==> src/design/mlr_pkg.sv <==
// Shared types and constants for the midpoint line rasterizer.
// No dependencies; imported by the top level and its checker.
package mlr_pkg;

	localparam int COORD_W           = 6;   // width of every coordinate field
	localparam int COORD_RANGE_DEF   = 64;
	localparam int IN_TDATA_W        = 24;  // four coordinates, no padding
	localparam int OUT_TDATA_W       = 16;  // two coordinates plus zero pad
	localparam int OUT_PAD_W         = OUT_TDATA_W - 2 * COORD_W;

	typedef enum logic [1:0] {
		ST_IDLE,
		ST_DELTA,
		ST_SETUP,
		ST_WALK
	} mlr_state_t;

endpackage

==> src/design/midpoint_line_rasterizer_top.sv <==
// Midpoint line rasterizer: one line request in, one beat per pixel out.
// Depends on mlr_pkg.
//
//  channel  | dir | tdata fields (low bit up)                 | tlast
//  s_axis   | in  | start_x, start_y, end_x, end_y (24 bits)  | -
//  m_axis   | out | point_x, point_y, 4 zero bits (16 bits)   | last_point
//
// A request passes the setup states ST_DELTA (deltas and axis choice) and
// ST_SETUP (swap and decision variable init), then walks |major delta| + 1 pixels.
// The walk advances only when the output register is free or being drained, so a
// stalled m_axis stretches it beat for beat. s_axis_tready is high only when idle,
// so a new request is taken only after the previous line's last pixel is loaded.
// arst_n clears the sequencer and the output valid flag.
module midpoint_line_rasterizer_top
	import mlr_pkg::*;
#(
	parameter int COORD_RANGE = COORD_RANGE_DEF
) (
	input  logic                   clk,
	input  logic                   arst_n,
	input  logic                   s_axis_tvalid,
	output logic                   s_axis_tready,
	input  logic [IN_TDATA_W-1:0]  s_axis_tdata,   // start_x, start_y, end_x, end_y
	output logic                   m_axis_tvalid,
	input  logic                   m_axis_tready,
	output logic [OUT_TDATA_W-1:0] m_axis_tdata,   // point_x, point_y, zero pad
	output logic                   m_axis_tlast    // last_point
);

	localparam int CW = (COORD_RANGE > 1) ? $clog2(COORD_RANGE) : 1;
	localparam int EW = CW + 3;
	localparam logic [COORD_W-1:0] COORD_MAX = COORD_W'(COORD_RANGE - 1);

	mlr_state_t state_q, state_d;

	logic [CW-1:0] ax_q, ay_q, bx_q, by_q;
	logic          xmaj_q;
	logic [CW-1:0] maja_q, mina_q, majb_q, minb_q;
	logic [CW-1:0] maj_q, end_q, mn_q;
	logic          dir_up_q;
	logic signed [EW-1:0] e_q;
	logic [CW:0]   inc_q, dec_q;

	logic [COORD_W-1:0] px_q, py_q;
	logic               last_q, out_valid_q;

	logic out_free, out_load, walk_last;

	function automatic logic [CW-1:0] clamp(input logic [COORD_W-1:0] v);
		logic [COORD_W-1:0] c;
		c = (v > COORD_MAX) ? COORD_MAX : v;
		return c[CW-1:0];
	endfunction

	// setup stage one: deltas and axis choice
	logic [CW-1:0] adx, ady;
	logic          x_major;
	assign adx     = (ax_q > bx_q) ? ax_q - bx_q : bx_q - ax_q;
	assign ady     = (ay_q > by_q) ? ay_q - by_q : by_q - ay_q;
	assign x_major = adx >= ady;

	// setup stage two: order endpoints along the major axis
	logic          swap;
	logic [CW-1:0] m0, m1, n0, n1, big, small_d;
	logic signed [EW-1:0] e_init;
	assign swap    = maja_q > majb_q;
	assign m0      = swap ? majb_q : maja_q;
	assign m1      = swap ? maja_q : majb_q;
	assign n0      = swap ? minb_q : mina_q;
	assign n1      = swap ? mina_q : minb_q;
	assign big     = m1 - m0;
	assign small_d = (n1 > n0) ? n1 - n0 : n0 - n1;
	assign e_init  = $signed(EW'(big)) - $signed(EW'({small_d, 1'b0}));

	assign out_free  = !out_valid_q || m_axis_tready;
	assign walk_last = maj_q == end_q;

	always_ff @(posedge clk or negedge arst_n) begin
		if (!arst_n) begin
			state_q <= ST_IDLE;
		end else begin
			state_q <= state_d;
		end
	end

	always_comb begin
		state_d       = state_q;
		s_axis_tready = 1'b0;
		out_load      = 1'b0;
		case (state_q)
			ST_IDLE: begin
				s_axis_tready = 1'b1;
				if (s_axis_tvalid) begin
					state_d = ST_DELTA;
				end
			end
			ST_DELTA: state_d = ST_SETUP;
			ST_SETUP: state_d = ST_WALK;
			ST_WALK: begin
				out_load = out_free;
				if (out_free && walk_last) begin
					state_d = ST_IDLE;
				end
			end
			default: state_d = ST_IDLE;
		endcase
	end

	// datapath: one add or subtract on the decision variable per pixel
	always_ff @(posedge clk) begin
		if (s_axis_tvalid && s_axis_tready) begin
			ax_q <= clamp(s_axis_tdata[COORD_W-1:0]);
			ay_q <= clamp(s_axis_tdata[2*COORD_W-1:COORD_W]);
			bx_q <= clamp(s_axis_tdata[3*COORD_W-1:2*COORD_W]);
			by_q <= clamp(s_axis_tdata[4*COORD_W-1:3*COORD_W]);
		end
		if (state_q == ST_DELTA) begin
			xmaj_q <= x_major;
			maja_q <= x_major ? ax_q : ay_q;
			mina_q <= x_major ? ay_q : ax_q;
			majb_q <= x_major ? bx_q : by_q;
			minb_q <= x_major ? by_q : bx_q;
		end
		if (state_q == ST_SETUP) begin
			maj_q    <= m0;
			end_q    <= m1;
			mn_q     <= n0;
			dir_up_q <= n1 > n0;
			e_q      <= e_init;
			inc_q    <= {big - small_d, 1'b0};
			dec_q    <= {small_d, 1'b0};
		end
		if (out_load) begin
			px_q   <= COORD_W'(xmaj_q ? maj_q : mn_q);
			py_q   <= COORD_W'(xmaj_q ? mn_q : maj_q);
			last_q <= walk_last;
			maj_q  <= maj_q + 1'b1;
			if (e_q < 0) begin
				mn_q <= dir_up_q ? mn_q + 1'b1 : mn_q - 1'b1;
				e_q  <= e_q + $signed(EW'(inc_q));
			end else begin
				e_q  <= e_q - $signed(EW'(dec_q));
			end
		end
	end

	always_ff @(posedge clk or negedge arst_n) begin
		if (!arst_n) begin
			out_valid_q <= 1'b0;
		end else if (out_load) begin
			out_valid_q <= 1'b1;
		end else if (m_axis_tready) begin
			out_valid_q <= 1'b0;
		end
	end

	assign m_axis_tvalid = out_valid_q;
	assign m_axis_tdata  = {{OUT_PAD_W{1'b0}}, py_q, px_q};
	assign m_axis_tlast  = last_q;

endmodule

==> config.mk <==
export PLATFORM = sky130hd
export DESIGN_NAME = midpoint_line_rasterizer_top
export DESIGN_NICKNAME = d
export VERILOG_FILES = /design/src/design/mlr_pkg.sv /design/src/design/midpoint_line_rasterizer_top.sv
export SDC_FILE = /design/constraint.sdc
export NUM_CORES = 1
export LEC_CHECK = 0
export ABC_AREA = 1
export BUFFER_PORTS_ARGS = -buffer_cell sky130_fd_sc_hd__buf_2
export CORE_MARGIN = 10
export CORE_UTILIZATION = 56
export DETAILED_ROUTE_END_ITERATION = 7
export PLACE_DENSITY_LB_ADDON = 0.12
export SLEW_MARGIN = 25
export SYNTH_ARGS = -nofsm -noshare
export SYNTH_HDL_FRONTEND = slang
export SYNTH_SLANG_ARGS = --single-unit
==> constraint.sdc <==
create_clock -name clk -period 4.25 [get_ports clk]
set_input_delay 0.6375 -clock clk [delete_from_list [all_inputs] [get_ports clk]]
set_output_delay 0.6375 -clock clk [all_outputs]
set_load 0.05 [all_outputs]
## Yosys cells after proc, flatten, opt, wreduce, memory -nomap -nowiden

Cells that the tools add are included.

| storage, ports and cells | value |
|---|---|
| bits in registers | 105 |
| input port bits | 28 |
| output and inout bits | 19 |

| operators by class | value |
|---|---|
| add/subtract/negate cells | 14 |
| order comparisons | 10 |
| eq/ne operators | 6 |
| mux-type cells | 29 |
| reductions and logical operators | 8 |

Operators by type and width:

| kind | number |
|---|---|
| $mux W6 | 19 |
| $sub A6 B6 Y6 | 8 |
| $mux W9 | 3 |
| $gt A6 B6 Y1 | 4 |
| $gt A6 B6 Y1 const B | 4 |
| $add A6 B1 Y6 const B | 2 |
| $add A9 B8 Y9 | 1 |
| $lt A9 B1 Y1 const B | 1 |
| $sub A9 B8 Y9 | 1 |
| $pmux W2 S4 | 1 |
| $sub A6 B7 Y8 | 1 |
| $eq A6 B6 Y1 | 1 |
| $ge A6 B6 Y1 | 1 |
| $sub A6 B1 Y6 const B | 1 |
| $eq A2 B2 Y1 const B | 2 |
| $mux W1 | 4 |
| $mux W2 | 2 |
| $ne A2 B2 Y1 const B | 2 |
| $reduce_bool A2 Y1 | 2 |
| $eq A2 B1 Y1 const B | 1 |
| $logic_and A1 B1 Y1 | 2 |
| $logic_not A2 Y1 | 1 |
| $reduce_and A2 Y1 | 1 |
| $logic_not A1 Y1 | 1 |
| $logic_or A1 B1 Y1 | 1 |

## Logic depth before layout (Yosys ltp)

Gate-level depths: netlist (run 1).

| logic depth | value |
|---|---|
| depth in word-level cells | 7 |
| depth in mapped cells | 31 |
| mapped depth without buffers | 30 |

## Worst setup path before layout (run 1)

No wires, ideal clock.

| timing path | value |
|---|---|
| path type | register to register |
| start | register ax_q[0] |
| end | register majb_q[2] (data pin) |
| library setup time | 0.264 ns |
| data arrival time | 3.807 ns |
| data required time | 3.986 ns |
| path slack | 0.178 ns |
| cell stages (with the launch flop) | 20 |
| cell sequence | edfxtp_1 -> inv_1 -> ha_1 -> inv_1 -> fa_1 -> a221oi_1 -> nor2_1 -> o21a_1 -> o22ai_1 -> mux2_2 -> ha_1 -> a21boi_0 -> o21a_1 -> o21a_1 -> o21a_1 -> o21ai_0 -> nand2_1 -> clkbuf_1 -> clkbuf_1 -> o21ai_0 |

| on the way | value |
|---|---|
| word-level cells in the longest chain between the ends | 4 |
| elaborated cells on any way between the ends | 6 |
| those cells by class | 2 x add/sub; 2 x order compare; 2 x mux |

Ends and longest elaborated chain:

| item | line | source |
|---|---|---|
| start, declared | midpoint_line_rasterizer_top.sv:36 | `logic [CW-1:0] ax_q, ay_q, bx_q, by_q;` |
| start signal, assigned | midpoint_line_rasterizer_top.sv:112 | `ax_q <= clamp(s_axis_tdata[COORD_W-1:0]);` |
| $sub A6 B6 Y6 / $gt A6 B6 Y1 (equally long branches) | midpoint_line_rasterizer_top.sv:58 | `assign adx = (ax_q > bx_q) ? ax_q - bx_q : bx_q - ax_q;` |
| $mux W6 * | midpoint_line_rasterizer_top.sv:58 |  |
| $ge A6 B6 Y1 * | midpoint_line_rasterizer_top.sv:60 | `assign x_major = adx >= ady;` |
| via x_major | midpoint_line_rasterizer_top.sv:57 | `logic x_major;` |
| $mux W6 * | midpoint_line_rasterizer_top.sv:121 | `majb_q <= x_major ? bx_q : by_q;` |
| end signal, assigned | midpoint_line_rasterizer_top.sv:121 |  |
| end, declared | midpoint_line_rasterizer_top.sv:38 | `logic [CW-1:0] maja_q, mina_q, majb_q, minb_q;` |

Mark *: on every way through the listed nets, which the timed path passes. The rest lies on a longest branch.
A chain may end at the register's enable or synchronous reset.

## Worst setup path in the final report (run 1)

| timing path | value |
|---|---|
| start | register ax_q[0] |
| end | register maja_q[3] (data pin) |

| on the way | value |
|---|---|
| word-level cells in the longest chain between the ends | 4 |
| elaborated cells on any way between the ends | 6 |
| those cells by class | 2 x add/sub; 2 x order compare; 2 x mux |

Ends and longest elaborated chain:

| item | line | source |
|---|---|---|
| $sub A6 B6 Y6 / $gt A6 B6 Y1 (equally long branches) | midpoint_line_rasterizer_top.sv:58 |  |
| $mux W6 * | midpoint_line_rasterizer_top.sv:58 |  |
| $ge A6 B6 Y1 * | midpoint_line_rasterizer_top.sv:60 |  |
| $mux W6 * | midpoint_line_rasterizer_top.sv:119 | `maja_q <= x_major ? ax_q : ay_q;` |
| end signal, assigned | midpoint_line_rasterizer_top.sv:119 |  |
| end, declared | midpoint_line_rasterizer_top.sv:38 |  |

Every way passes the cells marked *; elsewhere a longest branch is shown, timed or not.

==> results of run 1 <==
[worst reg2reg max path: cells and delay by family, from the launching register on]
kind            cells  cell delay (ps)
mux                 1              370
buf+inv             3              350
fa+ha+maj           3              880
flops               1              420
simple gates        3              270
compound gates      9             1490
[routing by layer]
metal,vias to the layer above,GRT usage (%)
met5,-,0
met4,0,9.01
met3,36,2.86
met2,155,32.1
met1,2638,21.4
li1,2892,-
[logic make-up after synthesis]
| group | synth area share (%) |
|---|---|
| XOR/XNOR | 3.89 |
| flip-flops | 41.4 |
| AND/OR/NAND/NOR | 19.2 |
| adder cells (fa/ha/maj) | 12.5 |
| other | 0.0509 |
| buffers and inverters | 9.97 |
| multiplexers | 0.849 |
| AO/OA/AOI/OAI | 12.2 |
[how the worst max path moves through the flow]
stage	end	slack, ps	cells after the start
after floorplan	majb_q[2]	180	19
after global placement	e_q[4]	120	29
after detailed placement	maja_q[3]	40	19
after CTS	maja_q[3]	20	19
after global routing	inc_q[6]	-40	25
final	maja_q[3]	220	19
[what timing repair did]
action	4_1_cts	5_1_grt
gates resized for setup	0	25
setup endpoints to repair	0	34
buffers inserted	0	9
[metrics by stage]
step	cell area [µm²]	setup slack, ps	setup TNS (ps)	std cells	util (%)
detailed placement	7670	38.9	0	1043	60.0
finish	8200	221	0	1069	64.2
CTS	8000	21.2	0	1059	62.6
global route	8200	-41.4	-130	1069	64.2
floorplan	7380	178	0	864	-
global placement	7670	122	0	1043	60.0
[placed cells by master, fill, tap and decap left out, types with 5 or more instances in the layout]
cell type and n:
sky130_fd_sc_hd__a21oi_1 33, sky130_fd_sc_hd__buf_2 42, sky130_fd_sc_hd__buf_4 15, sky130_fd_sc_hd__clkbuf_16 10, sky130_fd_sc_hd__dfxtp_1 6, sky130_fd_sc_hd__edfxtp_1 95
sky130_fd_sc_hd__fa_1 6, sky130_fd_sc_hd__ha_1 55, sky130_fd_sc_hd__ha_2 7, sky130_fd_sc_hd__inv_1 130, sky130_fd_sc_hd__inv_2 6, sky130_fd_sc_hd__nand2_1 179
sky130_fd_sc_hd__nand2_2 11, sky130_fd_sc_hd__nand3_1 35, sky130_fd_sc_hd__nand3b_1 5, sky130_fd_sc_hd__nand4_1 10, sky130_fd_sc_hd__nor2_1 50, sky130_fd_sc_hd__o21ai_0 63
sky130_fd_sc_hd__o21ai_1 10, sky130_fd_sc_hd__o21ai_2 10, sky130_fd_sc_hd__or2_2 8, sky130_fd_sc_hd__xor2_1 26
[final cells by class]
type	count	area (µm²)
timing repair buffer	60	388
fill	1071	4580
multi-input combinational	580	3690
tap	172	215
inverter	137	527
sequential	104	3050
clock inverter	5	87.6
clock buffer	11	243
==> reports/metrics.yaml, run 1 <==
timing:
  tightest_slew_ps: 901
  whs_ps: 60.0
  timing.max_slew.rel_slack_pct: 39.8
  final_period_minus_worst_setup_slack_ps: 4030
  number_of_pins_with_negative_max_slew_slack_in_the_final_report: 0
  finalSetupViolCount: 0
  finalHoldViolations: 0
  finalCritPeriodShare_pct: 94.8
  skew_ps: 5.11
  fmaxAchievable_mhz: 248
clock_tree:
  clock_sinks: 104
  clkSlewWorstSetupHoldPaths_ps: 70
  clockBufferDepth: 2
  tritoncts: "yes"
  htreeDepth: 3
  clk_latency_ps: 360
  cts_root_cell: "sky130_fd_sc_hd__clkbuf_16"
  cts_buffers: 9
  postCtsHoldBufs: 0
finish:
  number_of_flip_flops_under_the_largest_register_name: 8
  layout_cell_share_with_drive_strength_beyond_1_pct: 15.8
  areaGrowthSynthToFinish_pct: 11.3
  largest_register_by_flop_count: "e_q"
  antenna_cells_inserted: 0
  num-nets-final: 990
global_route:
  grt_start_max_net_pins: 50
  grt_usage_pct: 18.4
  first_global_vias: 5545
  wire_length_of_the_first_global_routing_pass_um: 27000
  gr-total-overflow: 0
  antenna_violations_before_repair: 0
detailed_routing:
  route.detailed.wl_per_inst_um: 15.4
  detailroute.via_count: 5721
  length_of_the_first_detailed_routing_pass_in_iterations: 6
  drc_errors: 0
  top_signal_layer_used: "met4"
  detail-route-antenna-nets: 0
  routedLengthMet1_um: 6940
  vias_cell: 5.35
  met2RoutedLength_um: 8290
  drt_iter0_markers: 313
  met3WireLength_um: 641
  routed_wirelength_um: 16500
floorplan:
  die_area_mm2: 0.0181
  initial_utilization_pct: 57.7
  core.rowCount: 41
  chipHeight_um: 135
  floorplan.io_pins: 47
  die-width_um: 135
  placeableCoreArea_mm2: 0.0128
synthesis:
  synth_cell_type_count: 52
  avgSynthCellArea_um2: 8.55
  synthCells: 861
  synth_sequential_area_ratio_pct: 41.4
  synth.cells.most_frequent: "180 x sky130_fd_sc_hd__nand2_1, 131 x sky130_fd_sc_hd__inv_1, 95 x sky130_fd_sc_hd__edfxtp_1, 64 x sky130_fd_sc_hd__ha_1, 64 x sky130_fd_sc_hd__o21ai_0"
  yosys.cell_count.top_type: "sky130_fd_sc_hd__nand2_1"
  synth.top_cell.area_share_pct: 38.7
  mappedNetlistArea_mm2: 0.00737
  async_reset_ff_share_pct: 2.88
  ys_seq_elements: 104
  synth.largest_area_cell: "sky130_fd_sc_hd__edfxtp_1"
  synth_enable_flop_cells: 95
  count_of_synthesis_stage_warnings_from_yosys: 0
  yosys-top-cells-area: "sky130_fd_sc_hd__edfxtp_1 39%, sky130_fd_sc_hd__ha_1 11%, sky130_fd_sc_hd__nand2_1 9.2%, sky130_fd_sc_hd__inv_1 6.7%, sky130_fd_sc_hd__o21ai_0 4.3%"
  ys_dominant_reg_cell: "sky130_fd_sc_hd__edfxtp_1"
setup_path:
  worst_r2r_path_depth: 19
  worst-path-buf-inv: 3
  crit_fanout: 49
  required_ps: 4350
  setup.worst_path.class: "register to register"
  rr_startpoint: "ax_q[0]"
  critical-path-slowest-cell: "sky130_fd_sc_hd__edfxtp_1"
  crit_path_end_kind: "register"
  worst_path_most_repeated_cell: "sky130_fd_sc_hd__o21a_1"
  critical_path.cell_chain: "inv_1 > ha_1 > inv_1 > fa_1 > a221oi_2 > nor2_1 > o21a_1 > o22ai_4 > mux2_2 > ha_1 > a21boi_0 > o21a_1 > o21a_1 > o21a_1 > o21ai_0 > nand2_1 > buf_12 > nand2_1 > o21ai_0"
  crit_family: "compound AO/OA/AOI/OAI gates"
  terminus_of_the_critical_flop_to_flop_path: "maja_q[3]"
  register_to_register_setup_slack_ps: 220
  crit_path_start_kind: "register"
  critPathMaxStageDelay_ps: 420
  critical_path_arrival_ps: 4130
  timing.critical_path.from: "ax_q[0]"
job:
  timing.max_cap.violations: 0
placed_design:
  place_hpwl_um: 13000
  place.gp.congestion: 0.888
  port_buffer_count: 42
hold_path:
  hp-class: "primary input to asynchronous set/reset pin"
status:
  run_status: "finished, final reports clean"
Power of run 1 is left out: the tool's default activity adds up to more than one toggle a clock period on the data nets, which glitch-free logic cannot reach.
==> run 2: changes to the inputs <==
--- a/config.mk
+++ b/config.mk
@@ -9,3 +9,3 @@
 export BUFFER_PORTS_ARGS = -buffer_cell sky130_fd_sc_hd__buf_2
-export CORE_MARGIN = 10
+export CORE_MARGIN = 2
 export CORE_UTILIZATION = 56
==> constraint.sdc (replaced) <==
create_clock -name clk -period 4.25 [get_ports clk]
set_input_delay 1.275 -clock clk [delete_from_list [all_inputs] [get_ports clk]]
set_output_delay 1.275 -clock clk [all_outputs]
set_load 0.05 [all_outputs]
==> reports/metrics.yaml, run 2 (synthesis gave the netlist of run 1 again) <==
finish:
  mostFrequentLayoutCell: "sky130_fd_sc_hd__nand2_1"
  areaGrowthSynthToFinish_pct: 11.4
  layout_cell_share_with_drive_strength_beyond_1_pct: 15.9
  num-nets-final: 993
  antenna_cells_inserted: 0
  number_of_flip_flops_under_the_largest_register_name: 8
  largest_register_by_flop_count: "e_q"
  most-common-layout-cells: "178 x sky130_fd_sc_hd__nand2_1, 130 x sky130_fd_sc_hd__inv_1, 95 x sky130_fd_sc_hd__edfxtp_1"
detailed_routing:
  vias_cell: 5.36
  detailroute.via_count: 5741
  detail-route-antenna-nets: 0
  drt_iter0_markers: 298
  routed_wirelength_um: 16300
  drc_errors: 0
  length_of_the_first_detailed_routing_pass_in_iterations: 5
  route.detailed.wl_per_inst_um: 15.2
floorplan:
  core.rowCount: 41
  die-width_um: 119
  die_area_mm2: 0.0141
  chipHeight_um: 119
  placeableCoreArea_mm2: 0.0127
  initial_utilization_pct: 57.9
  floorplan.io_pins: 47
placed_design:
  place.gp.congestion: 0.853
  port_buffer_count: 42
  post-place-ws_ps: 68.4
  place_hpwl_um: 12500
timing:
  tightest_slew_ps: 913
  finalWorstSetupSlack_ps: 215
  finalSetupViolCount: 0
  finalCritPeriodShare_pct: 94.9
  timing.max_slew.rel_slack_pct: 39.1
  skew_ps: 11.4
  number_of_pins_with_negative_max_slew_slack_in_the_final_report: 0
  fmaxAchievable_mhz: 248
  final_period_minus_worst_setup_slack_ps: 4030
  finalHoldViolations: 0
setup_path:
  setup.worst_path.class: "register to register"
  critical-path-slowest-cell: "sky130_fd_sc_hd__edfxtp_1"
  critPathMaxStageDelay_ps: 400
  critical_path_arrival_ps: 4140
  critical_path.cell_chain: "inv_1 > ha_2 > inv_1 > fa_2 > a221oi_2 > nor2_1 > o21a_1 > o22ai_2 > mux2_2 > ha_1 > a21boi_0 > o21a_1 > o21a_1 > o21a_1 > o21ai_1 > nand2_2 > clkbuf_16 > nand2_1 > o21ai_0"
  crit_path_start_kind: "register"
  crit_path_end_kind: "register"
  required_ps: 4360
  worst_path_most_repeated_cell: "sky130_fd_sc_hd__o21a_1"
  crit_fanout: 24
global_route:
  antenna_violations_before_repair: 0
  grt_start_max_net_pins: 50
  wire_length_of_the_first_global_routing_pass_um: 26200
  first_global_vias: 5520
  grt_usage_pct: 23.5
  gr-total-overflow: 0
clock_tree:
  clockBufferDepth: 2
  clk_latency_ps: 360
  clock_sinks: 104
  tritoncts: "yes"
  cts_buffers: 9
  htreeDepth: 3
  cts_root_cell: "sky130_fd_sc_hd__clkbuf_16"
  clkSlewWorstSetupHoldPaths_ps: 80
hold_path:
  hp-class: "register to register"
status:
  run_status: "finished, final reports clean"
job:
  timing.max_cap.violations: 0
==> run 2: cell count changes in the layout (fill, tap and decap cells not counted), moves of 2 or more <==
cell	previous run	this run
sky130_fd_sc_hd__ha_1	55	58
sky130_fd_sc_hd__a21oi_2	4	2
sky130_fd_sc_hd__a21oi_1	33	35
sky130_fd_sc_hd__buf_4	15	18
sky130_fd_sc_hd__ha_2	7	4
==> run 2: cell type report <==
| type | instances | area, µm² |
|---|---|---|
| clock buffer | 9 | 225 |
| multi-input combinational | 580 | 3680 |
| fill | 1072 | 4520 |
| tap | 172 | 215 |
| inverter | 137 | 527 |
| timing repair buffer | 63 | 415 |
| sequential | 104 | 3050 |
| clock inverter | 7 | 93.8 |
==> run 2: critical path, delay by kind of cell, from the launching register on <==
family / cells / cell delay [ps]
flops: 1 / 400
simple gates: 3 / 280
mux: 1 / 370
compound gates: 9 / 1520
buf+inv: 3 / 380
fa+ha+maj: 3 / 840
==> run 2: stage by stage <==
step	instance area, µm²	hold slack, ps	util [%]	instances	setup TNS [ps]
after floorplan	7380	497	-	864	0
after global placement	7700	498	60.5	1047	0
after detailed placement	7700	516	60.5	1047	0
after CTS	8020	533	63.0	1063	0
after global routing	8200	560	64.5	1072	-17.2
final	8200	526	64.5	1072	0
==> run 2: worst paths after layout <==
kind	startpoint	to	slack [ps]	depth (start not counted)
setup / recovery	ax_q[0]	minb_q[5]	220	19
hold / removal	m_axis_tvalid	m_axis_tvalid	530	2
setup reg to reg	ax_q[0]	minb_q[5]	220	19
hold reg to reg	m_axis_tvalid	m_axis_tvalid	530	2
max in group asynchronous	arst_n	state_q[0]	3450	1
min in group asynchronous	arst_n	state_q[1]	690	1
==> run 2: repair_timing <==
action | CTS | global route
hold buffers | 0 | 0
endpoints found under the setup margin | 0 | 34
buffers inserted | 0 | 7
gates resized for setup | 0 | 17
==> run 2: layer usage <==
metal / vias to the layer above / share of wire, % / wire length [µm] / track usage [%]
met3: 40 / 3.7 / 608 / 4.39
met1: 2666 / 41 / 6630 / 27.1
met2: 136 / 53 / 8670 / 43.3
met5: - / 0 / 0 / 0
li1: 2899 / - / - / -
met4: 0 / 2.4 / 395 / 8.41
Power of run 2 is left out for the same reason.
